**config.mk**
```make
export PLATFORM = sky130hd
export DESIGN_NAME = btt_cell
export DESIGN_NICKNAME = d
export VERILOG_FILES = /design/src/btt_pkg.sv /design/src/btt_cell.sv
export SDC_FILE = /design/constraint.sdc
export NUM_CORES = 1
export LEC_CHECK = 0
export ABC_AREA = 1
export BUFFER_PORTS_ARGS = -buffer_cell sky130_fd_sc_hd__buf_4
export CAP_MARGIN = 5
export CORE_MARGIN = 3
export CORE_UTILIZATION = 30
export CTS_CLUSTER_DIAMETER = 100
export DETAILED_ROUTE_END_ITERATION = 7
export PLACE_DENSITY = 0.57
export SYNTH_ARGS = -nofsm -noshare
export SYNTH_HDL_FRONTEND = slang
export SYNTH_SLANG_ARGS = --single-unit
```
**constraint.sdc**
```tcl
create_clock -name clk -period 8.77 [get_ports clk]
set_clock_uncertainty 0.15 [all_clocks]
set_input_delay 1.754 -clock clk [delete_from_list [all_inputs] [get_ports clk]]
set_output_delay 1.754 -clock clk [all_outputs]
set_load 0.1 [all_outputs]
```
**src/btt_pkg.sv**
```systemverilog
// ---------------------------------------------------------------------------
// btt_pkg: shared types and constants for the bearing-to-target core
// Widths of the CORDIC datapath, angle table and fixed bearing values.
// ---------------------------------------------------------------------------
`default_nettype none

package btt_pkg;

    localparam int unsigned COORD_W        = 24;
    localparam int unsigned DIFF_W         = COORD_W + 1;
    localparam int unsigned PRESCALE_SH    = 24;
    localparam int unsigned VEC_W          = 52;
    localparam int unsigned Z_W            = 26;
    localparam int unsigned BEARING_W      = 25;
    localparam int unsigned ATAN_W         = 22;
    localparam int unsigned ATAN_ENTRIES   = 24;
    localparam int unsigned BTT_ITERATIONS = 16;

    localparam logic [BEARING_W-1:0] DEG_0   = 25'd0;
    localparam logic [BEARING_W-1:0] DEG_90  = 25'd5898240;
    localparam logic [BEARING_W-1:0] DEG_180 = 25'd11796480;
    localparam logic [BEARING_W-1:0] DEG_270 = 25'd17694720;
    localparam logic [BEARING_W-1:0] DEG_360 = 25'd23592960;

    // forced results for vectors lying on an axis
    typedef enum logic [2:0] {
        SPEC_NONE,
        SPEC_0,
        SPEC_90,
        SPEC_180,
        SPEC_270
    } btt_spec_t;

    typedef struct packed {
        logic signed [VEC_W-1:0] x;
        logic signed [VEC_W-1:0] y;
        logic signed [Z_W-1:0]   z;
        logic                    rear;
        btt_spec_t               spec;
    } btt_vec_t;

    // atan(2^-i) in degrees, 16 fraction bits, rounded to nearest
    function automatic logic [ATAN_W-1:0] atan_q16(input logic [4:0] idx);
        logic [ATAN_W-1:0] val;
        case (idx)
            5'd0:    val = 22'd2949120;
            5'd1:    val = 22'd1740967;
            5'd2:    val = 22'd919879;
            5'd3:    val = 22'd466945;
            5'd4:    val = 22'd234379;
            5'd5:    val = 22'd117304;
            5'd6:    val = 22'd58666;
            5'd7:    val = 22'd29335;
            5'd8:    val = 22'd14668;
            5'd9:    val = 22'd7334;
            5'd10:   val = 22'd3667;
            5'd11:   val = 22'd1833;
            5'd12:   val = 22'd917;
            5'd13:   val = 22'd458;
            5'd14:   val = 22'd229;
            5'd15:   val = 22'd115;
            5'd16:   val = 22'd57;
            5'd17:   val = 22'd29;
            5'd18:   val = 22'd14;
            5'd19:   val = 22'd7;
            5'd20:   val = 22'd4;
            5'd21:   val = 22'd2;
            5'd22:   val = 22'd1;
            default: val = 22'd0;
        endcase
        return val;
    endfunction

endpackage

`default_nettype wire

```
**src/btt_cell.sv**
```systemverilog
// ---------------------------------------------------------------------------
// btt_cell: one CORDIC vectoring micro-rotation
// Rotates the vector toward the X axis by atan(2^-STAGE) and accumulates
// the angle; one beat per cycle with local stall.
// ---------------------------------------------------------------------------
`default_nettype none

module btt_cell
    import btt_pkg::*;
#(
    parameter int unsigned STAGE = 0
)
(
    input  wire logic     clk,
    input  wire logic     rst_n,
    input  wire logic     in_valid,
    output logic          in_ready,
    input  wire btt_vec_t in_vec,
    output logic          out_valid,
    input  wire logic     out_ready,
    output btt_vec_t      out_vec
);

    localparam logic signed [Z_W-1:0] ANGLE = Z_W'(atan_q16(5'(STAGE)));

    logic signed [VEC_W-1:0] x_in;
    logic signed [VEC_W-1:0] y_in;
    logic signed [VEC_W-1:0] x_sh;
    logic signed [VEC_W-1:0] y_sh;
    logic                    y_neg;
    btt_vec_t                vec_next;
    btt_vec_t                vec_reg;
    logic                    valid_reg;

    assign x_in  = in_vec.x;
    assign y_in  = in_vec.y;
    assign x_sh  = x_in >>> STAGE;
    assign y_sh  = y_in >>> STAGE;
    assign y_neg = y_in[VEC_W-1];

    always_comb
    begin
        vec_next = in_vec;
        if (y_neg)
        begin
            vec_next.x = x_in - y_sh;
            vec_next.y = y_in + x_sh;
            vec_next.z = in_vec.z - ANGLE;
        end
        else
        begin
            vec_next.x = x_in + y_sh;
            vec_next.y = y_in - x_sh;
            vec_next.z = in_vec.z + ANGLE;
        end
    end

    assign in_ready = !valid_reg || out_ready;

    always_ff @(posedge clk or negedge rst_n)
    begin
        if (!rst_n)
        begin
            valid_reg <= 1'b0;
        end
        else if (in_ready)
        begin
            valid_reg <= in_valid;
        end
    end

    always_ff @(posedge clk)
    begin
        if (in_valid && in_ready)
        begin
            vec_reg <= vec_next;
        end
    end

    assign out_valid = valid_reg;
    assign out_vec   = vec_reg;

endmodule

`default_nettype wire

```
## Yosys cells after proc, flatten, opt, wreduce, memory -nomap -nowiden

Index checks and enable logic that the tools add are counted.

| word-level totals | value |
|---|---|
| register bits | 135 |
| bits in latches | 0 |
| RAM bits | 0 |
| ROM bits | 0 |
| input port bits | 138 |
| output and inout port bits | 136 |
| logic and storage cells | 15 |
| memories kept | 0 |

| cells by class | value |
|---|---|
| add/sub/neg operators | 5 |
| $mul | 0 |
| div/mod/pow operators | 0 |
| $lt $le $gt $ge | 0 |
| equal/unequal tests | 0 |
| shifts and indexed selects | 0 |
| mux-type cells | 1 |
| bitwise logic cells | 0 |
| reductions and logical operators | 3 |

Operator list:

| cell | count |
|---|---|
| 2-to-1 mux 130 bit | 1 |
| subtractor 52 bit | 2 |
| adder 52 bit | 1 |
| adder 26 x 23 -> 26 bit (second input constant) | 1 |
| subtractor 26 x 23 -> 26 bit (second input constant) | 1 |
| logical AND 1 bit | 1 |
| zero test 1 bit | 1 |
| logical OR 1 bit | 1 |

## Longest topological paths before layout

Gate-level depths: netlist of the first run.

| depth | value |
|---|---|
| depth in word-level cells | 3 |
| depth in mapped cells | 18 |
| depth with buffers taken out | 17 |

## Worst setup path before layout of the first run

No wires, ideal clock.

| path | value |
|---|---|
| kind | input to register |
| start | input port in_valid |
| end | register vec_reg, in the netlist out_vec[0] (enable) |
| library setup time | 0.668 ns |
| data arrival time | 8.198 ns |
| data required time | 7.952 ns |
| path slack | -0.245 ns |
| stages on the path | 2 |
| path through | inv_1 > a21oi_1 |

| on the way | value |
|---|---|
| longest elaborated chain between the ends | 1 |

RTL lines:

| what | RTL line | text |
|---|---|---|
| start, declared | btt_cell.sv:16 | `input wire logic in_valid,` |
| logical AND 1 bit | btt_cell.sv:74 | `if (in_valid && in_ready)` |
| end signal, assigned | btt_cell.sv:76 | `vec_reg <= vec_next;` |
| end, declared | btt_cell.sv:32 | `btt_vec_t vec_reg;` |

No other way between the ends.
A chain may end at the register's enable or synchronous reset.

==> results of run 1 <==
-- through the flow --
step           utilization (%)  instance area [sq um]  hold WS, ns  total power (W)
2_1_floorplan                -                  18400         1.31          0.00198
3_3_place_gp              34.7                  21000        0.452          0.00245
3_5_place_dp              34.7                  21000        0.453          0.00245
4_1_cts                   35.6                  21500        0.497          0.00322
5_1_grt                   35.6                  21500        0.518          0.00338
6_report                  35.6                  21500        0.476          0.00321
-- how the worst min path moves through the flow --
stage	slack, ns	start	endpoint
after floorplan	1.31	rst_n	out_valid$_DFFE_PN0N_
after global placement	0.45	out_valid$_DFFE_PN0N_	out_valid$_DFFE_PN0N_
after detailed placement	0.45	out_valid$_DFFE_PN0N_	out_valid$_DFFE_PN0N_
after CTS	0.50	out_valid$_DFFE_PN0N_	out_valid$_DFFE_PN0N_
after global routing	0.52	out_valid$_DFFE_PN0N_	out_valid$_DFFE_PN0N_
final	0.48	out_valid$_DFFE_PN0N_	out_valid$_DFFE_PN0N_
-- routing by layer --
layer | track usage [%] | up-vias
met5 | 0 | -
met4 | 8.75 | 0
met3 | 3.06 | 101
met2 | 40.1 | 743
met1 | 31.0 | 8950
li1 | - | 9878
-- power groups by stage --
stage               clock (W)  sequential [W]  combinational [W]
floorplan                   0         0.00124           0.000742
global placement            0        0.000830            0.00162
detailed placement          0        0.000829            0.00162
CTS                  0.000785        0.000817            0.00162
global route         0.000805        0.000820            0.00176
finish               0.000754        0.000815            0.00164
-- sequential cells by signal (all words and copies together), names as in the netlist --
| signal | count |
|---|---|
| out_vec | 133 |
| out_valid | 1 |
-- cells by family after synthesis --
logic type | Yosys count
AND/OR/NAND/NOR | 1590
buffers and inverters | 624
AO/OA/AOI/OAI | 411
adder cells (fa/ha/maj) | 181
flip-flops | 134
XOR/XNOR | 33
-- worst reg2reg max path, cell delays in order, from the launching register on --
cell and delay (ns):
dfrtp_1 0.43, a21oi_4 0.78, buf_4 0.78
-- cell usage after synthesis, types with 26 or more instances --
| cell | number |
|---|---|
| nand4_1 | 53 |
| nand2_1 | 950 |
| inv_2 | 26 |
| nand3_1 | 260 |
| a21oi_1 | 183 |
| nor2_1 | 194 |
| o21bai_1 | 31 |
| xor2_1 | 31 |
| o21ai_0 | 120 |
| nor2_2 | 38 |
| ha_1 | 177 |
| inv_1 | 525 |
| nand2_2 | 27 |
| buf_4 | 28 |
| edfxtp_1 | 133 |
-- layout make-up --
class	count	share of cell area (%)
Timing Repair Buffer	277	9.65
Inverter	552	9.62
Antenna cell	2	0.0232
Sequential cell	134	18.7
Tap cell	782	4.54
Multi-Input combinational cell	2215	54.8
Clock buffer	17	1.97
Clock inverter	15	0.738
==> out/qor.yml, run 1 <==
place_congestion: 0.974
grtUsageTotal_pct: 23.8
ios: 274
cp_max_fo: 42
combinationalPowerShare_pct: 51.1
synth_mux_area_share_pct: 0
syn-num-nets: 3292
synth_top_area_share_pct: 21.7
intPower_w: 0.00159
grt_start_max_net_pins: 74
min_path_cells: 2
fin_tns_setup_ns: 0
first_pass_iters: 6
p_per_area_mw_per_mm2: 149
wl_met2_mm: 36.2
overflow: 0
fin_nets: 3516
ys_types: 53
antenna_left: 0
endpoint: "out_vec[28]$_DFFE_PP_"
crit_start: "in_vec[81]"
clk_pin_slew_ns: 0.07
drt_iter0_drc: 1769
crit_path_top_delay_cell: "clkinv_2"
cts_post_setup_buffers_inserted: 0
switching_share_pct: 50.3
grt_pass1_wl_mm: 113
via_per_inst: 4.93
wire_per_inst_microns: 19.4
status: "finished clean"
die_area_sq_mm: 0.0643
core_sq_mm: 0.0605
yosysTopAreaCell: "edfxtp_1"
start_kind: "input port"
dp_slack_ns: 3.86
ys_ff_latch: 134
critical-path-top-delay-family: "buffers and inverters"
cp-end-kind: "flop"
final-seq-area_sq_mm: 0.00402
cpPeakStageDelay_ns: 0.72
ir_drop_mv: 0.147
routed_wl_mm: 77.6
power.share.clock_pct: 23.5
met1Wirelength_mm: 33.8
synth_area_sq_mm: 0.0184
power_frac_seq_pct: 25.4
cap_violations: 0
post-place-cells: 3960
synth_fa_ha_area_share_pct: 12.5
synth_edf_count: 133
row_count: 90
final_layout_size_suffix_gt1_share_pct: 14.5
async_reset_ff_share_pct: 0.746
ys_warn_count: 0
cts_root_buf: "clkbuf_16"
final_cell_mix: "nand2_1, inv_1, buf_4"
postCtsHoldBufs: 0
postSynthCellCount: 2973
fmax_ghz: 0.225
r2r-end: "out_vec[86]$_DFFE_PP_"
r2r-start: "out_valid$_DFFE_PN0N_"
crit_path_cell_trace: "buf_4, clkinv_2, fa_1, o21ai_0, nand2_1, nand2_1, nand2_1, nand2_1, nand2_1, nand2_1, a21oi_1, xor2_1"
hold_violations: 0
r2r_cells: 2
dieWidth_microns: 254
maxSlewHeadroom_pct: 35.5
period_needed_ns: 4.44
synth_area_leaders: "edfxtp_1, nand2_1, ha_1"
die_height_microns: 254
area_growth_pct: 17.1
ys_seq_area_share_pct: 21.8
avgSynthCellArea_sq_um: 6.19
antenna_found_initial: 1
synth-xor-area-share_pct: 1.57
start_util_pct: 30.4
dp_hpwl_mm: 65.6
min_period_over_period_pct: 50.6
cellLeakagePower_nw: 11.4
cts_tree: "built"
num_vias: 19672
cpMostUsedCell: "nand2_1"
critPathKind: "in2reg"
r2r_slack_ns: 6.21
placement.io_buffers: 273
cp_num_buf_inv: 2
top_layer_used: "met4"
numCtsBuffers: 17
route.met3.wl_mm: 4.94
cp.depth: 12
cts_max_level: 4
worst_pin_slew_ns: 0.966
switchingPower_w: 0.00161
layout_commonest_cell: "nand2_1"
clock_sinks: 134
setup_ws_ns: 4.33
slew_violations: 0
ys.flop_type: "edfxtp_1"
cts-resized-gates: 0
num-fill-cells: 6732
multi_input_area_sq_mm: 0.0118
setup-violations-final: 0
clock_latency_ns: 0.48
hold_path.class: "reg2reg"
synth_top_family_by_area: "simple AND/OR/NAND/NOR gates"
drc: 0
grt_setup_unrepaired: "false"
required_ns: 8.85
first_global_vias: 18604
synth-simple-area-share_pct: 37.4
stdcell_count: 3994
cp_data_arrival_time_ns: 4.52
synth_compound_area_share_pct: 12.6
cts_buffer_depth: 2
(Power assumes the default switching activity.)
==> run 2: changes to the inputs <==
--- a/config.mk
+++ b/config.mk
@@ -5,14 +5,14 @@
 export SDC_FILE = /design/constraint.sdc
 export NUM_CORES = 1
 export LEC_CHECK = 0
-export ABC_AREA = 1
+export ABC_AREA = 0
 export BUFFER_PORTS_ARGS = -buffer_cell sky130_fd_sc_hd__buf_4
 export CAP_MARGIN = 5
 export CORE_MARGIN = 3
 export CORE_UTILIZATION = 30
 export CTS_CLUSTER_DIAMETER = 100
 export DETAILED_ROUTE_END_ITERATION = 7
-export PLACE_DENSITY = 0.57
+export PLACE_DENSITY = 0.6
 export SYNTH_ARGS = -nofsm -noshare
 export SYNTH_HDL_FRONTEND = slang
 export SYNTH_SLANG_ARGS = --single-unit
==> constraint.sdc (replaced) <==
create_clock -name clk -period 4 [get_ports clk]
set_clock_uncertainty 0.15 [all_clocks]
set_input_delay 0.8 -clock clk [delete_from_list [all_inputs] [get_ports clk]]
set_output_delay 0.8 -clock clk [all_outputs]
set_load 0.1 [all_outputs]
==> out/qor.yml, run 2 <==
synth_top_cells_by_count: "a21oi_1, ha_1, inv_1"
postSynthCellCount: 1698  # -43%
cp-end-kind: "flop"
yosysTopAreaCell: "edfxtp_1"
cap_violations: 0  # unchanged
multi_input_area_sq_mm: 0.00922  # -22%
synth_area_sq_mm: 0.0142  # -23%
grt_start_max_net_pins: 134  # +81%
drt_iter0_drc: 1197  # -32%
synth_area_leaders: "edfxtp_1, ha_1, a21oi_1"
antenna_left: 0  # unchanged
avgSynthCellArea_sq_um: 8.38  # +35%
cts_root_buf: "clkbuf_16"
fin_util_pct: 42.9  # +7.3 points
r2r_slack_ns: 2.13  # -4.08 ns
min-delay-start: "in_vec[19]"
power.share.clock_pct: 23.2  # -0.3 points
slew_violations: 0  # unchanged
cp_max_fo: 3  # -93%
ir_drop_mv: 0.299  # +100%
min_path_cells: 1  # -1
largest_register_ffs: 133  # unchanged
grtUsageTotal_pct: 23.2  # -0.56 points
final-seq-area_sq_mm: 0.00402  # unchanged
placement.io_buffers: 273  # unchanged
worst_pin_slew_ns: 0.797  # -0.168 ns
synth_top_area_share_pct: 28.1  # +6.4 points
status: "finished clean"
final_cell_mix: "buf_4, a21oi_1, ha_1"
hold_path.class: "in2reg"
ios: 274  # unchanged
dp_hpwl_mm: 48.4  # -26%
grt_pass1_wl_mm: 89.1  # -21%
place_congestion: 1.02  # +4.7%
ys.flop_type: "edfxtp_1"
yosysMostFrequentCell: "a21oi_1"
clock_latency_ns: 0.50  # +0.02 ns
ys_types: 89  # +68%
num-fill-cells: 4780  # -29%
switching_share_pct: 46.3  # -4.0 points
cts_tree: "built"
period_needed_ns: 3.87
required_ns: 4.09  # -4.76 ns
cellLeakagePower_nw: 9.25  # -19%
ys_ff_latch: 134  # unchanged
maxSlewHeadroom_pct: 46.9  # +11 points
fmax_ghz: 0.259
combinationalPowerShare_pct: 51.4  # +0.3 points
ys_warn_count: 0  # unchanged
grt_setup_unrepaired: "false"
dp_slack_ns: -0.446  # -4.30 ns
area_growth_pct: 40.7
row_count: 79  # -12%
clock_sinks: 134  # unchanged
start_util_pct: 30.5  # +0.080 points
async_reset_ff_share_pct: 0.746  # unchanged
layout_commonest_cell: "buf_4"
intPower_w: 0.00389  # +140%
cts_buffer_depth: 2  # unchanged
r2r_cells: 3  # +1
critPathKind: "in2reg"
min_period_over_period_pct: 96.7
routed_wl_mm: 59.0  # -24%
overflow: 0  # unchanged
hold_end: "out_vec[19]$_DFFE_PP_"
cp_data_arrival_time_ns: 3.95  # -0.57 ns
final_layout_size_suffix_gt1_share_pct: 31.0  # +16 points
first_pass_iters: 6  # unchanged
cts_max_level: 4  # unchanged
switchingPower_w: 0.00335  # +110%
dieWidth_microns: 224  # -12%
setup-violations-final: 0  # unchanged
setup_ws_ns: 0.133  # -4.20 ns
p_per_area_mw_per_mm2: 362  # +140%
hold_violations: 0  # unchanged
syn-num-nets: 2017  # -39%
first_global_vias: 15223  # -18%
via_per_inst: 5.20  # +5.5%
fin_nets: 2596  # -26%
die_height_microns: 224  # -12%
wire_per_inst_microns: 20.4  # +4.8%
die_area_sq_mm: 0.0501  # -22%
synth_edf_count: 133  # unchanged
numCtsBuffers: 17  # unchanged
antenna_cells: 0  # -2
antenna_found_initial: 0  # -1
core_sq_mm: 0.0467  # -23%
start_kind: "input port"
num_vias: 15055  # -23%
drc: 0  # unchanged
clk_pin_slew_ns: 0.07  # about the same
power_frac_seq_pct: 25.4  # about the same
r2r-end: "out_vec[49]$_DFFE_PP_"
ys_seq_area_share_pct: 28.2  # +6.4 points
r2r-start: "out_valid$_DFFE_PN0N_"
## run 2: cell type report
| class | count | share of cell area [%] |
|---|---|---|
| multi-input cells | 1316 | 46.1 |
| repair buffers | 635 | 23.9 |
| flip-flops and latches | 134 | 20.1 |
| well taps | 607 | 3.79 |
| inverters | 173 | 3.26 |
| clock buffers | 17 | 2.13 |
| clock inverters | 15 | 0.794 |
## run 2: power by group through the flow
| stage | sequential (W) | combinational [W] | clock, W |
|---|---|---|---|
| after floorplan | 0.00291 | 0.00130 | 0 |
| after detailed placement | 0.00187 | 0.00368 | 0 |
| after global placement | 0.00186 | 0.00368 | 0 |
| after CTS | 0.00184 | 0.00370 | 0.00173 |
| final | 0.00184 | 0.00372 | 0.00168 |
| after global routing | 0.00185 | 0.00393 | 0.00178 |
## run 2: timing repair
item | 4_1_cts | 5_1_grt
gates resized for setup | 0 | 3
hold buffers | 1 | 0
endpoints found under the setup margin | 0 | 3
buffers inserted | 0 | 0
hold endpoints to repair | 1 | 0
## run 2: kinds of logic (layout without fill, tap and decap cells)
group	Yosys count	in the layout	synth area share [%]
AO/OA/AOI/OAI	588	588	26.5
XOR/XNOR	109	109	6.71
adder cells (fa/ha/maj)	181	181	16.1
buffers and inverters	248	840	7.06
flip-flops	134	134	28.2
multiplexers	22	22	1.55
AND/OR/NAND/NOR	416	416	13.8
## run 2: metal layers
metal	up-vias	global-route usage, %	routed length, microns
met3	77	4.19	3920
li1	7246	-	-
met5	-	0	0
met2	572	38.4	27300
met4	0	7.20	1410
met1	7160	30.9	26300
## run 2: per-stage QoR
| step | hold WS (ns) | instances | area, sq um | total power, W | setup TNS (ns) |
|---|---|---|---|---|---|
| 6_report | 0.322 | 2897 | 20000 | 0.00724 | 0 |
| 4_1_cts | 0.289 | 2897 | 20000 | 0.00727 | 0 |
| 3_3_place_gp | 0.365 | 2864 | 19400 | 0.00554 | -7.30 |
| 5_1_grt | 0.302 | 2897 | 20000 | 0.00756 | 0 |
| 3_5_place_dp | 0.393 | 2864 | 19400 | 0.00555 | -6.97 |
| 2_1_floorplan | 0.354 | 1698 | 14200 | 0.00420 | 0 |
## run 2: worst max-delay path: stages
cell and delay, ns:
buf_4 0.09, inv_1 0.06, buf_4 0.15, ha_1 0.31, nor2b_1 0.14, o21ai_1 0.21
buf_4 0.15, a211oi_1 0.09, or4_4 0.56, a31o_1 0.27, a21oi_1 0.29, nor2_1 0.19
o211ai_1 0.32, a22oi_1 0.13, xor2_1 0.19
## run 2: worst max-delay path by stage
| stage | startpoint | endpoint | slack (ns) | depth (start not counted) |
|---|---|---|---|---|
| global placement | in_vec[31] | out_vec[131]$_DFFE_PP_ | -0.43 | 15 |
| detailed placement | in_vec[40] | out_vec[131]$_DFFE_PP_ | -0.45 | 15 |
| floorplan | in_vec[30] | out_vec[130]$_DFFE_PP_ | 0.51 | 13 |
| global route | in_vec[42] | out_vec[75]$_DFFE_PP_ | 0.006 | 14 |
| CTS | in_vec[31] | out_vec[131]$_DFFE_PP_ | 0.08 | 15 |
| finish | in_vec[31] | out_vec[131]$_DFFE_PP_ | 0.13 | 15 |
