$ cat src/btt_pkg.sv
// ---------------------------------------------------------------------------
// btt_pkg: shared types and constants for the bearing-to-target core
// Widths of the CORDIC datapath, angle table and fixed bearing values.
// ---------------------------------------------------------------------------
`default_nettype none

package btt_pkg;

    localparam int unsigned COORD_W        = 24;
    localparam int unsigned DIFF_W         = COORD_W + 1;
    localparam int unsigned PRESCALE_SH    = 24;
    localparam int unsigned VEC_W          = 52;
    localparam int unsigned Z_W            = 26;
    localparam int unsigned BEARING_W      = 25;
    localparam int unsigned ATAN_W         = 22;
    localparam int unsigned ATAN_ENTRIES   = 24;
    localparam int unsigned BTT_ITERATIONS = 16;

    localparam logic [BEARING_W-1:0] DEG_0   = 25'd0;
    localparam logic [BEARING_W-1:0] DEG_90  = 25'd5898240;
    localparam logic [BEARING_W-1:0] DEG_180 = 25'd11796480;
    localparam logic [BEARING_W-1:0] DEG_270 = 25'd17694720;
    localparam logic [BEARING_W-1:0] DEG_360 = 25'd23592960;

    // forced results for vectors lying on an axis
    typedef enum logic [2:0] {
        SPEC_NONE,
        SPEC_0,
        SPEC_90,
        SPEC_180,
        SPEC_270
    } btt_spec_t;

    typedef struct packed {
        logic signed [VEC_W-1:0] x;
        logic signed [VEC_W-1:0] y;
        logic signed [Z_W-1:0]   z;
        logic                    rear;
        btt_spec_t               spec;
    } btt_vec_t;

    // atan(2^-i) in degrees, 16 fraction bits, rounded to nearest
    function automatic logic [ATAN_W-1:0] atan_q16(input logic [4:0] idx);
        logic [ATAN_W-1:0] val;
        case (idx)
            5'd0:    val = 22'd2949120;
            5'd1:    val = 22'd1740967;
            5'd2:    val = 22'd919879;
            5'd3:    val = 22'd466945;
            5'd4:    val = 22'd234379;
            5'd5:    val = 22'd117304;
            5'd6:    val = 22'd58666;
            5'd7:    val = 22'd29335;
            5'd8:    val = 22'd14668;
            5'd9:    val = 22'd7334;
            5'd10:   val = 22'd3667;
            5'd11:   val = 22'd1833;
            5'd12:   val = 22'd917;
            5'd13:   val = 22'd458;
            5'd14:   val = 22'd229;
            5'd15:   val = 22'd115;
            5'd16:   val = 22'd57;
            5'd17:   val = 22'd29;
            5'd18:   val = 22'd14;
            5'd19:   val = 22'd7;
            5'd20:   val = 22'd4;
            5'd21:   val = 22'd2;
            5'd22:   val = 22'd1;
            default: val = 22'd0;
        endcase
        return val;
    endfunction

endpackage

`default_nettype wire

$ cat src/btt_post.sv
// ---------------------------------------------------------------------------
// btt_post: bearing assembly and output register
// Adds the half-plane base, wraps into [0, 360) and applies axis results.
// Two register stages; the second is the output register.
// ---------------------------------------------------------------------------
`default_nettype none

module btt_post
    import btt_pkg::*;
(
    input  wire logic                  clk,
    input  wire logic                  rst_n,
    input  wire logic                  in_valid,
    output logic                       in_ready,
    input  wire btt_vec_t              in_vec,
    output logic                       out_valid,
    input  wire logic                  out_ready,
    output logic [BEARING_W-1:0]       bearing
);

    localparam logic signed [Z_W-1:0] Z_180 = Z_W'(DEG_180);
    localparam logic signed [Z_W-1:0] Z_360 = Z_W'(DEG_360);

    logic signed [Z_W-1:0]  sum_next;
    logic signed [Z_W-1:0]  sum_reg;
    btt_spec_t              spec_reg;
    logic                   sum_valid_reg;
    logic                   sum_ready;
    logic signed [Z_W-1:0]  wrap;
    logic [BEARING_W-1:0]   bearing_next;
    logic [BEARING_W-1:0]   bearing_reg;
    logic                   out_valid_reg;

    assign sum_next = in_vec.z + (in_vec.rear ? Z_180 : Z_W'(0));

    assign in_ready  = !sum_valid_reg || sum_ready;
    assign sum_ready = !out_valid_reg || out_ready;

    always_comb
    begin
        if (sum_reg < 0)
        begin
            wrap = sum_reg + Z_360;
        end
        else if (sum_reg >= Z_360)
        begin
            wrap = sum_reg - Z_360;
        end
        else
        begin
            wrap = sum_reg;
        end
    end

    always_comb
    begin
        case (spec_reg)
            SPEC_0:    bearing_next = DEG_0;
            SPEC_90:   bearing_next = DEG_90;
            SPEC_180:  bearing_next = DEG_180;
            SPEC_270:  bearing_next = DEG_270;
            default:   bearing_next = wrap[BEARING_W-1:0];
        endcase
    end

    always_ff @(posedge clk or negedge rst_n)
    begin
        if (!rst_n)
        begin
            sum_valid_reg <= 1'b0;
            out_valid_reg <= 1'b0;
        end
        else
        begin
            if (in_ready)
            begin
                sum_valid_reg <= in_valid;
            end
            if (sum_ready)
            begin
                out_valid_reg <= sum_valid_reg;
            end
        end
    end

    always_ff @(posedge clk)
    begin
        if (in_valid && in_ready)
        begin
            sum_reg  <= sum_next;
            spec_reg <= in_vec.spec;
        end
        if (sum_valid_reg && sum_ready)
        begin
            bearing_reg <= bearing_next;
        end
    end

    assign out_valid = out_valid_reg;
    assign bearing   = bearing_reg;

endmodule

`default_nettype wire

$ cat config.mk
export PLATFORM = sky130hd
export DESIGN_NAME = btt_post
export DESIGN_NICKNAME = d
export VERILOG_FILES = /design/src/btt_pkg.sv /design/src/btt_post.sv
export SDC_FILE = /design/constraint.sdc
export NUM_CORES = 1
export LEC_CHECK = 0
export ABC_AREA = 0
export ABC_CLOCK_PERIOD_IN_PS = 2600
export BUFFER_PORTS_ARGS = -buffer_cell sky130_fd_sc_hd__buf_4
export CORE_UTILIZATION = 43
export CTS_BUF_LIST = sky130_fd_sc_hd__clkbuf_8
export CTS_CLUSTER_SIZE = 20
export DETAILED_ROUTE_END_ITERATION = 7
export GPL_ROUTABILITY_DRIVEN = 1
export PLACE_DENSITY = 0.92
export SKIP_CTS_REPAIR_TIMING = 1
export SLEW_MARGIN = 20
export SYNTH_ARGS = -nofsm -noshare
export SYNTH_HDL_FRONTEND = slang
export SYNTH_SLANG_ARGS = --single-unit
$ cat constraint.sdc
create_clock -name clk -period 2.6 [get_ports clk]
set_clock_uncertainty 0.1 [all_clocks]
set_input_delay 0.26 -clock clk [delete_from_list [all_inputs] [get_ports clk]]
set_output_delay 0.26 -clock clk [all_outputs]
set_load 0.02 [all_outputs]
* After elaboration in Yosys (flattened, before gate mapping)
Index checks and enable logic that the tools add are counted.
Widths: inputs -> output; s select.
** Cells by class
- Add/subtract/negate cells :: 3
- $mul :: 0
- Div/mod/pow operators :: 0
- Order comparisons :: 2
- Equal/unequal tests :: 4
- Shifts and indexed selects :: 0
- Muxes and demuxes :: 4
- Bitwise operators :: 0
- Reductions and logical operators :: 6
** Operator list (number)
- $pmux 25 s4 :: 1
- $mux 25 :: 2
- $add 26x25->26 :: 1
- $ge 26x26->1 const B :: 1
- $lt 26x1->1 const B :: 1
- $add 25x25->25 const B :: 1
- $sub 25x25->25 const B :: 1
- $mux 24 :: 1
- $eq 3x2->1 const B :: 2
- $eq 3x1->1 const B :: 1
- $eq 3x3->1 const B :: 1
- $logic_and 1x1->1 :: 2
- $logic_not 1->1 :: 2
- $logic_or 1x1->1 :: 2
** Storage, ports and cells
- Flip-flop bits (word level) :: 56
- Latch bits :: 0
- Memory bits (writable) :: 0
- Bits in read-only memories :: 0
- Output and inout bits :: 27
- Word-level logic and storage cells :: 24
- Memories :: 0

* Logic depth before layout (Yosys ltp)
Gate-level depths: netlist of the first run.
- Depth after elaboration :: 4
- Mapped depth :: 6
- Mapped depth without buffers :: 6

* Worst setup path after synthesis of the first run
OpenSTA, ideal clock, no wires.
- Path type :: reg-to-reg
- Start point :: register out_valid_reg (netlist: out_valid)
- End point :: register spec_reg[0], enable pin
- Setup time :: 0.389 ns
- Data arrival time :: 1.505 ns
- Required time :: 2.111 ns
- Path slack :: 0.606 ns
- Stages on the path, launching flop included :: 3
- Period minus slack after synthesis :: 1.994 ns
- Cells stage by stage :: dfrtp_1 nand3b_1 and2_1
** Between the ends
- Word-level cells in the longest chain between the ends :: 4
** Ends and longest elaborated chain
- from (decl) :: RTL line btt_post.sv:32 : logic out_valid_reg;
- from (signal assigned) :: RTL line btt_post.sv:81 : out_valid_reg <= sum_valid_reg;
- $logic_not 1->1 :: RTL line btt_post.sv:37 : assign sum_ready = !out_valid_reg || out_ready;
- $logic_or 1x1->1 :: RTL line btt_post.sv:37
- $logic_or 1x1->1 :: RTL line btt_post.sv:36 : assign in_ready = !sum_valid_reg || sum_ready;
- net in_ready :: RTL line btt_post.sv:14 : output logic in_ready,
- $logic_and 1x1->1 :: RTL line btt_post.sv:88 : if (in_valid && in_ready)
- to (signal assigned) :: RTL line btt_post.sv:91 : spec_reg <= in_vec.spec;
- to (decl) :: RTL line btt_post.sv:26 : btt_spec_t spec_reg;
The timed path passes the listed nets, and every way through them passes these cells.
A chain may end at the register's enable or synchronous reset.

* Final worst setup path of the first run
- Start point :: register sum_reg[19]
- End point :: register bearing_reg[20] (netlist: bearing[20]) (data pin)
** Between the ends
- Word-level cells in the longest chain between the ends :: 4
** Ends and longest elaborated chain
- from (decl) :: RTL line btt_post.sv:25 : logic signed [Z_W-1:0] sum_reg;
- from (signal assigned) :: RTL line btt_post.sv:90 : sum_reg <= sum_next;
- $sub 25x25->25 or $ge 26x26->1 (tied branches) :: RTL line btt_post.sv:47, btt_post.sv:45
- $mux 25 :: RTL line btt_post.sv:45 : else if (sum_reg >= Z_360)
- $mux 25 * :: RTL line btt_post.sv:41 : if (sum_reg < 0)
- $pmux 25 s4 * :: RTL line btt_post.sv:57 : case (spec_reg)
- net bearing_next[20] :: RTL line btt_post.sv:30 : logic [BEARING_W-1:0] bearing_next;
- to (signal assigned) :: RTL line btt_post.sv:95 : bearing_reg <= bearing_next;
- to (decl) :: RTL line btt_post.sv:31 : logic [BEARING_W-1:0] bearing_reg;
Mark *: on every way through the listed nets, which the timed path passes. The rest lies on a longest branch.

==> out/metrics.yaml, run 1 <==
logic_synthesis:
  syn-num-nets: 314
  total_number_of_yosys_warnings: 0
  netlist.top_cell.by_area: "sky130_fd_sc_hd__edfxtp_1"
  synth_cells: 169
  yosysTopAreaCellShare: 0.667
  syn_area_per_cell_um2: 14.4
  ys_ff_latch: 56
  synth_cell_type_count: 40
  leading_post_synthesis_cells_by_cell_area: "sky130_fd_sc_hd__edfxtp_1 (67%), sky130_fd_sc_hd__and2_1 (5.1%), sky130_fd_sc_hd__ha_1 (3.6%), sky130_fd_sc_hd__xnor2_1 (2.2%), sky130_fd_sc_hd__dfrtp_1 (2.1%)"
  syn-cell-area_um2: 2430
  share_of_the_yosys_chip_area_belonging_to_registers: 0.687
power:
  seq_power_share: 0.564
  maximum_ir_drop_on_the_vdd_rail_mv: 0.291
  sw_frac_of_total: 0.237
  netSwitchingPower_mw: 0.476
  power_leakage_nw: 1.23
  fin_total_pwr_mw: 2.01
  power_per_cell_area_nw_per_um2: 652
  power_frac_comb: 0.164
  p_int_mw: 1.53
  power.share.clock: 0.272
sta:
  hold-worst-slack_ps: 28.9
  slew_violations: 0
  rsz_0062_raised_after_global_routing: "false"
  setup_violations: 0
  final.period_utilization: 0.712
  tns_ps: 0
  max-slew-margin-rel: 0.751
  finalHoldViolations: 0
  clock.fmax_ghz: 0.540
  setup_ws_final_ps: 749
  fin_crit_ps: 1850
  worst-slew-pin-transition_ps: 371
global_routing:
  grt_max_degree: 30
  grt_first_pass_wirelength_mm: 6.14
  antenna_found_initial: 0
  globalRoute.totalOverflow: 0
  track_usage: 0.133
  first_global_vias: 1455
die:
  total_die_area_um2: 5960
  chipWidth_um: 77.2
  design.core.area_um2: 5470
  height_of_the_die_um: 77.2
  fp-row-count: 27
  initial_core_util: 0.444
  design.portCount: 165
clocking:
  cts-htree-levels: 2
  numCtsBuffers: 5
  clk_path_buf_depth: 2
  clock_tree.root_cell: "sky130_fd_sc_hd__clkbuf_8"
  cts_tree: "yes"
  cts_num_sinks: 56
  clk-insertion-delay-late_ps: 300
  clock_pin_slew_reported_for_the_worst_setup_and_hold_paths_after_clock_tree_synthesis_ps: 90
outcome:
  outcome: "complete, no violations"
detailed_routing:
  vias: 1492
  via_cell_ratio: 4.88
  drt_first_iter_violations: 100
  antenna_left: 0
  wire_per_inst_um: 12.2
  drc: 0
  drt_pre_antenna_iters: 4
  finalWirelength_mm: 3.73
critical_path:
  required_ps: 2560
  critPathLaunchType: "flop"
  critPathArrivalTime_ps: 1810
  critPathKind: "reg -> reg"
  path_max_fanout: 8
  critPathCaptureType: "flop"
  worstRegToRegCells: 5
finish:
  finish.cell_count_without_fillers: 306
  finish.net_count: 378
  num-fill-cells: 466
  final_common_cell: "sky130_fd_sc_hd__buf_4"
  final_layout_size_suffix_gt1_frac: 0.312
  largest_reg_flops: 26
  mostFrequentLayoutCells: "sky130_fd_sc_hd__buf_4 (63), sky130_fd_sc_hd__edfxtp_1 (54), sky130_fd_sc_hd__and2_1 (20)"
  insertedDiodeCount: 0
  area_delta_synth_final_pct: 26.5
place:
  numPortBuffers: 60
  dp.final_hpwl_mm: 2.79
  dpl_worst_slack_ps: 749
  place.gp.congestion: 0.826
  numPlacedInstances: 297
worst_hold_path:
  min_path_type: "in -> reg"
  whs_path_depth: 1
run:
  max-cap-violations: 0
cells in the mapped netlist:
| cell | number |
|---|---|
| sky130_fd_sc_hd__o221a_2 | 1 |
| sky130_fd_sc_hd__buf_2 | 2 |
| sky130_fd_sc_hd__a31o_2 | 1 |
| sky130_fd_sc_hd__or3_1 | 1 |
| sky130_fd_sc_hd__xnor2_1 | 6 |
| sky130_fd_sc_hd__xor2_1 | 4 |
| sky130_fd_sc_hd__and2b_1 | 1 |
| sky130_fd_sc_hd__nand2b_1 | 6 |
| sky130_fd_sc_hd__inv_1 | 7 |
| sky130_fd_sc_hd__ha_1 | 7 |
| sky130_fd_sc_hd__o211a_1 | 1 |
| sky130_fd_sc_hd__o31ai_1 | 3 |
| sky130_fd_sc_hd__a221oi_1 | 1 |
| sky130_fd_sc_hd__edfxtp_1 | 54 |
| sky130_fd_sc_hd__o221ai_1 | 1 |
| sky130_fd_sc_hd__nor2_4 | 1 |
| sky130_fd_sc_hd__nor3_1 | 2 |
| sky130_fd_sc_hd__a311oi_1 | 1 |
| sky130_fd_sc_hd__a31oi_1 | 3 |
| sky130_fd_sc_hd__a21o_1 | 2 |
| sky130_fd_sc_hd__o21ai_0 | 4 |
| sky130_fd_sc_hd__a32oi_1 | 1 |
| sky130_fd_sc_hd__nor2_1 | 4 |
| sky130_fd_sc_hd__nand4_1 | 5 |
| sky130_fd_sc_hd__a21oi_1 | 6 |
| sky130_fd_sc_hd__o32ai_1 | 1 |
| sky130_fd_sc_hd__nor4_1 | 1 |
| sky130_fd_sc_hd__a2111o_1 | 1 |
| sky130_fd_sc_hd__and2_1 | 20 |
| sky130_fd_sc_hd__nand3b_1 | 1 |
| sky130_fd_sc_hd__nand3_1 | 4 |
| sky130_fd_sc_hd__o211ai_1 | 1 |
| sky130_fd_sc_hd__buf_4 | 1 |
| sky130_fd_sc_hd__nand2_1 | 5 |
| sky130_fd_sc_hd__and4_1 | 1 |
| sky130_fd_sc_hd__clkbuf_1 | 3 |
| sky130_fd_sc_hd__or4_1 | 1 |
| sky130_fd_sc_hd__buf_6 | 1 |
| sky130_fd_sc_hd__dfrtp_1 | 2 |
| sky130_fd_sc_hd__a21boi_0 | 1 |
cell type report:
cell class | count | area [µm²] | share of cell area
clock buffer | 5 | 68.8 | 0.0224
tap | 72 | 90.1 | 0.0293
timing repair buffer | 64 | 483 | 0.157
clock inverter | 3 | 42.5 | 0.0138
multi-input combinational | 99 | 694 | 0.226
inverter | 7 | 26.3 | 0.00854
sequential | 56 | 1670 | 0.543
layer usage:
layer	up-vias	track usage	wire [µm]
met1	673	0.149	1610
met4	0	0.0604	61
li1	763	-	-
met2	51	0.236	1860
met5	-	0	0
met3	5	0.0321	196
stage by stage:
step                       util  cell area (µm²)
after floorplan               -             2430
after global placement    0.540             2960
after detailed placement  0.540             2960
after CTS                 0.560             3070
after global routing      0.562             3080
final                     0.562             3080
worst paths after layout:
kind	from	end	slack, ps
setup / recovery	sum_reg[19]	bearing[20]	750
hold / removal	in_vec[11]	sum_reg[7]	30
setup reg to reg	sum_reg[19]	bearing[20]	750
hold reg to reg	sum_valid_reg	out_valid	400
max in group asynchronous	rst_n	out_valid	2140
min in group asynchronous	rst_n	sum_valid_reg	170
worst max-delay path: stages (launching register included):
cell and delay (ps):
sky130_fd_sc_hd__edfxtp_1 500, sky130_fd_sc_hd__inv_1 80, sky130_fd_sc_hd__ha_1 280, sky130_fd_sc_hd__inv_1 40, sky130_fd_sc_hd__or3_1 370, sky130_fd_sc_hd__a31o_2 240
logic make-up (layout without fill, tap and decap cells):
| kind of cell | count (synthesis) | after routing | share of synthesized area |
|---|---|---|---|
| and+or+nand+nor | 53 | 53 | 0.129 |
| adders and majority gates | 7 | 7 | 0.0360 |
| AOI/OAI and AO/OA | 29 | 29 | 0.0849 |
| buffers and inverters | 14 | 79 | 0.0273 |
| xor gates and xnor gates | 10 | 10 | 0.0360 |
| DFF | 56 | 56 | 0.687 |
power by group through the flow:
stage | Clock (mW) | Combinational, mW | Sequential (mW)
floorplan | 0 | 0.162 | 1.19
global placement | 0 | 0.323 | 1.15
detailed placement | 0 | 0.332 | 1.15
CTS | 0.558 | 0.333 | 1.13
global route | 0.591 | 0.361 | 1.14
finish | 0.545 | 0.330 | 1.13
(Power assumes the default switching activity.)
==> inputs of run 2 (changes only) <==
- ABC_CLOCK_PERIOD_IN_PS: 2600 -> 1500
- CORE_UTILIZATION: 43 -> 39
- PLACE_DENSITY: 0.92 -> 0.89
- clock period: 2.6 -> 1.5 ns (I/O delays scaled with it)
==> run 2 against run 1 <==
The flow now finishes with violations (setup timing). Critical path depth stayed put. Via count is 19% higher. Core utilization is 4.2 points higher. Critical endpoint unchanged. Largest cell class unchanged. Largest power group unchanged.
==> out/metrics.yaml, run 2 (synthesis gave the netlist of run 1 again) <==
outcome:
  outcome: "finished with violations"
  violations: "setup timing"
critical_path:
  buffers_inverters_on_critical_path: 2  # unchanged
  timing.critical_path.cells: "inv_2 > ha_4 > inv_2 > or3_1 > a31o_2"
  timing.critical_path.from: "sum_reg[20]"
  crit_top_cell: "sky130_fd_sc_hd__inv_2"
  critPathArrivalTime_ps: 1710  # -100 ps
  timing.critical_path.slowest_cell_delay_ps: 440  # -60 ps
  cp-endpoint: "bearing[20]"
  timing.critical_path.max_delay_family: "flip-flops"
  critPathCaptureType: "flop"
  cp_slowest_cell: "sky130_fd_sc_hd__edfxtp_1"
  critPathLaunchType: "flop"
  rrSetupSlack_ps: -230  # -980 ps
  path_max_fanout: 5  # -3
  critical_path_cell_count: 5  # unchanged
  worstRegToRegCells: 5  # unchanged
  critPathKind: "reg -> reg"
  required_ps: 1480  # -1080 ps
  rr_endpoint: "bearing[20]"
  worst_r2r_startpoint: "sum_reg[20]"
clocking:
  cts_num_sinks: 56  # unchanged
  clock_pin_slew_reported_for_the_worst_setup_and_hold_paths_after_clock_tree_synthesis_ps: 110  # +20 ps
  cts-htree-levels: 2  # unchanged
  clk_path_buf_depth: 2  # unchanged
  numCtsBuffers: 5  # unchanged
  clk-insertion-delay-late_ps: 310  # about the same
  clock_tree.root_cell: "sky130_fd_sc_hd__clkbuf_8"
  cts_tree: "yes"
detailed_routing:
  drt_pre_antenna_iters: 4  # unchanged
  drc: 0  # unchanged
  via_cell_ratio: 4.99  # +2.3%
  wire_per_inst_um: 14.9  # +22%
  antenna_left: 0  # unchanged
  finalWirelength_mm: 5.28  # +42%
  drt_first_iter_violations: 77  # -23%
  vias: 1770  # +19%
sta:
  setup_ws_final_ps: -226  # -976 ps
  worst-slew-pin-transition_ps: 319  # -51.9 ps
  max-slew-margin-rel: 0.786  # +0.0349
  clock.fmax_ghz: 0.579  # +7.2%
  final.period_utilization: 1.15  # +0.439
  rsz_0062_raised_after_global_routing: "true"
  finalHoldViolations: 0  # unchanged
  fin_crit_ps: 1730  # -124 ps
  slew_violations: 0  # unchanged
  setup_violations: 6  # +6
global_routing:
  track_usage: 0.150  # +0.0173
  grt_max_degree: 26  # -13%
  grt_first_pass_wirelength_mm: 7.40  # +21%
  antenna_found_initial: 0  # unchanged
  globalRoute.totalOverflow: 0  # unchanged
  first_global_vias: 1705  # +17%
power:
  power_per_cell_area_nw_per_um2: 1010  # +55%
  power_leakage_nw: 1.46  # +19%
  maximum_ir_drop_on_the_vdd_rail_mv: 0.628  # +120%
  fin_total_pwr_mw: 3.64  # +81%
die:
  initial_core_util: 0.408  # -0.0360
  fp-row-count: 28  # +3.7%
  height_of_the_die_um: 81.0  # +4.9%
  design.core.area_um2: 5960  # +8.8%
  chipWidth_um: 81.0  # +4.9%
  total_die_area_um2: 6560  # +10%
  design.portCount: 165  # unchanged
finish:
  largest_reg_flops: 26  # unchanged
  area_delta_synth_final_pct: 47.8
  insertedDiodeCount: 0  # unchanged
  final_area_um2: 3600  # +17%
  final_layout_size_suffix_gt1_frac: 0.418  # +0.106
  final_common_cell: "sky130_fd_sc_hd__buf_4"
  finish.net_count: 424  # +12%
  mostFrequentLayoutCells: "sky130_fd_sc_hd__buf_4 (84), sky130_fd_sc_hd__edfxtp_1 (54), sky130_fd_sc_hd__dlygate4sd3_1 (23)"
worst_hold_path:
  whs_path_depth: 2  # +1
  min_path_type: "in -> reg"
place:
  numPortBuffers: 60  # unchanged
  placedInstanceArea_um2: 3180  # +7.7%
  place.gp.congestion: 0.838  # +1.5%
  dp.final_hpwl_mm: 3.67  # +32%
run:
  max-cap-violations: 0  # unchanged
## run 2: per-stage QoR
step / instances / setup slack [ps] / TNS (ps) / hold WS [ps] / util
3_3_place_gp: 322 / -156 / -913 / -166 / 0.534
5_1_grt: 355 / -271 / -1250 / 12.9 / 0.604
2_1_floorplan: 169 / -143 / -426 / -246 / -
3_5_place_dp: 322 / -200 / -1890 / -164 / 0.534
4_1_cts: 330 / -225 / -1970 / -504 / 0.550
6_report: 355 / -226 / -823 / 24.6 / 0.604
## run 2: per-layer routing
layer / vias to the layer above / GRT usage / wire (µm)
li1: 855 / - / -
met1: 845 / 0.170 / 2150
met2: 62 / 0.276 / 2820
met3: 8 / 0.0270 / 230
met4: 0 / 0.0607 / 81
met5: - / 0 / 0
## run 2: how the worst min path moves through the flow
stage	from	to	slack, ps
after global placement	rst_n	sum_valid_reg	-170
after CTS	rst_n	out_valid	-500
after global routing	in_vec[29]	sum_reg[25]	10
after detailed placement	rst_n	sum_valid_reg	-160
after floorplan	rst_n	out_valid	-250
final	in_vec[29]	sum_reg[25]	20
## run 2: where the power goes
part	total, mW	internal (mW)	leakage (nW)	switching (mW)
Sequential	1.96	1.89	0.545	0.0687
Clock	0.875	0.344	0.0463	0.531
Combinational	0.805	0.414	0.865	0.391
## run 2: cell type report
type	count	area [µm²]
sequential	56	1670
clock buffer	5	68.8
inverter	7	26.3
clock inverter	3	27.5
fill	464	2360
tap	75	93.8
multi-input combinational	99	786
timing repair buffer	110	921
==> inputs of run 3 (changes only) <==
- SETUP_SLACK_MARGIN: unset -> 0.15
==> run 3 against run 2 <==
The run still ends with setup timing left. Register-to-register slack about the same. Routed wire length increased by 8.7%. Setup slack got worse by 8.8 ps. Clock-buffer cell count unchanged. Core utilization increased by 5.5 points. Die area unchanged. Cell area increased by 9.2%. Via count increased by 4.9%. Sequential power about the same. Global-route usage decreased by 1.4 points. Critical path depth unchanged.
==> out/metrics.yaml, run 3 (synthesis gave the netlist of run 1 again) <==
detailed_routing:
  drt_pre_antenna_iters: 4  # unchanged
  vias: 1856  # +4.9%
  antenna_left: 0  # unchanged
  drc: 0  # unchanged
  finalWirelength_mm: 5.74  # +8.7%
  via_cell_ratio: 4.96  # -0.47%
  wire_per_inst_um: 15.4  # +3.1%
  drt_first_iter_violations: 122  # +58%
finish:
  largest_reg_flops: 26  # unchanged
  multiInputGateArea_um2: 952  # +21%
  final_layout_size_suffix_gt1_frac: 0.548  # +0.131
  finish.net_count: 443  # +4.5%
  register_area_um2: 1670  # unchanged
  num-fill-cells: 442  # -4.7%
  finish.cell_count_without_fillers: 374  # +5.4%
  mostFrequentLayoutCells: "sky130_fd_sc_hd__buf_4 (92), sky130_fd_sc_hd__edfxtp_1 (54), sky130_fd_sc_hd__and2_4 (23), sky130_fd_sc_hd__dlygate4sd3_1 (23), sky130_fd_sc_hd__buf_6 (7)"
  area_delta_synth_final_pct: 61.4
  final_common_cell: "sky130_fd_sc_hd__buf_4"
  insertedDiodeCount: 0  # unchanged
global_routing:
  grt_first_pass_wirelength_mm: 6.75  # -8.8%
  antenna_found_initial: 0  # unchanged
  top_usage_layer: "met2"
  grt_max_degree: 30  # +15%
  grt_util_met1: 0.162  # -0.00849
  grt.met2_usage: 0.238  # -0.0378
  first_global_vias: 1547  # -9.3%
  track_usage: 0.136  # -0.0136
  grtUsageMet3: 0.0258  # -0.00112
  globalRoute.totalOverflow: 0  # unchanged
clocking:
  clk_path_buf_depth: 2  # unchanged
  clk-insertion-delay-late_ps: 300  # about the same
  cts_num_sinks: 56  # unchanged
  clock_pin_slew_reported_for_the_worst_setup_and_hold_paths_after_clock_tree_synthesis_ps: 90  # -20 ps
  cts_tree: "yes"
  clock_tree.root_cell: "sky130_fd_sc_hd__clkbuf_8"
  numCtsBuffers: 5  # unchanged
  cts-htree-levels: 2  # unchanged
die:
  fp-row-count: 28  # unchanged
  height_of_the_die_um: 81.0  # unchanged
  chipWidth_um: 81.0  # unchanged
  total_die_area_um2: 6560  # unchanged
  design.core.area_um2: 5960  # unchanged
  initial_core_util: 0.408  # unchanged
  design.portCount: 165  # unchanged
critical_path:
  critPathArrivalTime_ps: 1700  # about the same
  rr_endpoint: "bearing[22]"
  critPathCaptureType: "flop"
  critPathKind: "reg -> reg"
  critPathLaunchType: "flop"
  path_max_fanout: 5  # unchanged
  worstRegToRegCells: 5  # unchanged
  rrSetupSlack_ps: -240  # about the same
  worst_r2r_startpoint: "sum_reg[24]"
  required_ps: 1470  # about the same
worst_hold_path:
  whs_path_depth: 2  # unchanged
  holdCritStartpoint: "in_vec[29]"
  min_delay_worst_endpoint: "sum_reg[25]"
  min_path_type: "in -> reg"
sta:
  clock.fmax_ghz: 0.576  # -0.51%
  setup_violations: 6  # unchanged
  finalHoldViolations: 0  # unchanged
  fin_crit_ps: 1740  # +8.85 ps
  hold-worst-slack_ps: 38.7  # +14.1 ps
  final.period_utilization: 1.16  # +0.00590
  max-slew-margin-rel: 0.750  # -0.0353
  rsz_0062_raised_after_global_routing: "true"
  setup_ws_final_ps: -235  # -8.85 ps
  worst-slew-pin-transition_ps: 372  # +52.6 ps
  slew_violations: 0  # unchanged
place:
  numPortBuffers: 60  # unchanged
  numPlacedInstances: 323  # +0.31%
  place.gp.congestion: 0.788  # -6.0%
  dp.final_hpwl_mm: 3.22  # -12%
outcome:
  violations: "setup timing"
  outcome: "finished with violations"
power:
  fin_total_pwr_mw: 3.89  # +7.1%
  power_leakage_nw: 1.62  # +11%
  maximum_ir_drop_on_the_vdd_rail_mv: 0.658  # +4.7%
  power_per_cell_area_nw_per_um2: 992  # -1.9%
run:
  max-cap-violations: 0  # unchanged
==> run 3: metal layers <==
metal  part of all wire  up-vias
met5                  0        -
met4              0.029        0
met3              0.054       15
met2               0.51       70
met1               0.41      874
li1                   -      897
==> run 3: area by class of cell <==
| class | instances | area share |
|---|---|---|
| well taps | 75 | 0.0239 |
| multi-input cells | 103 | 0.243 |
| inverters | 7 | 0.00669 |
| clock buffers | 5 | 0.0175 |
| repair buffers | 125 | 0.272 |
| flip-flops and latches | 56 | 0.426 |
| clock inverters | 3 | 0.0108 |
==> run 3: how the worst max path moves through the flow <==
stage | startpoint | slack [ps] | depth (start not counted) | endpoint
2_1_floorplan | sum_reg[19] | -140 | 5 | bearing[20]
3_3_place_gp | sum_reg[20] | -190 | 5 | bearing[24]
3_5_place_dp | sum_reg[19] | -210 | 5 | bearing[22]
4_1_cts | sum_reg[20] | -220 | 5 | bearing[24]
5_1_grt | sum_reg[24] | -270 | 5 | bearing[22]
6_report | sum_reg[24] | -240 | 5 | bearing[22]
==> run 3: power breakdown <==
part / internal [mW] / switching (mW) / leakage [nW]
Clock: 0.495 / 0.460 / 0.0558
Combinational: 0.537 / 0.452 / 1.02
Sequential: 1.89 / 0.0642 / 0.545
==> run 3: critical path, cell delays in order, from the launching register on <==
cell	delay, ps
sky130_fd_sc_hd__edfxtp_1	470
sky130_fd_sc_hd__buf_4	170
sky130_fd_sc_hd__nand2b_4	70
sky130_fd_sc_hd__o32ai_2	350
sky130_fd_sc_hd__xor2_1	110
sky130_fd_sc_hd__o221a_2	230
==> run 3: stage by stage <==
step	setup WS, ps	cell area, µm²	setup TNS [ps]	util
global placement	-195	3220	-940	0.540
detailed placement	-211	3220	-1070	0.540
global route	-269	3930	-1800	0.659
CTS	-224	3330	-1040	0.559
finish	-235	3930	-1090	0.659
floorplan	-143	2510	-454	-
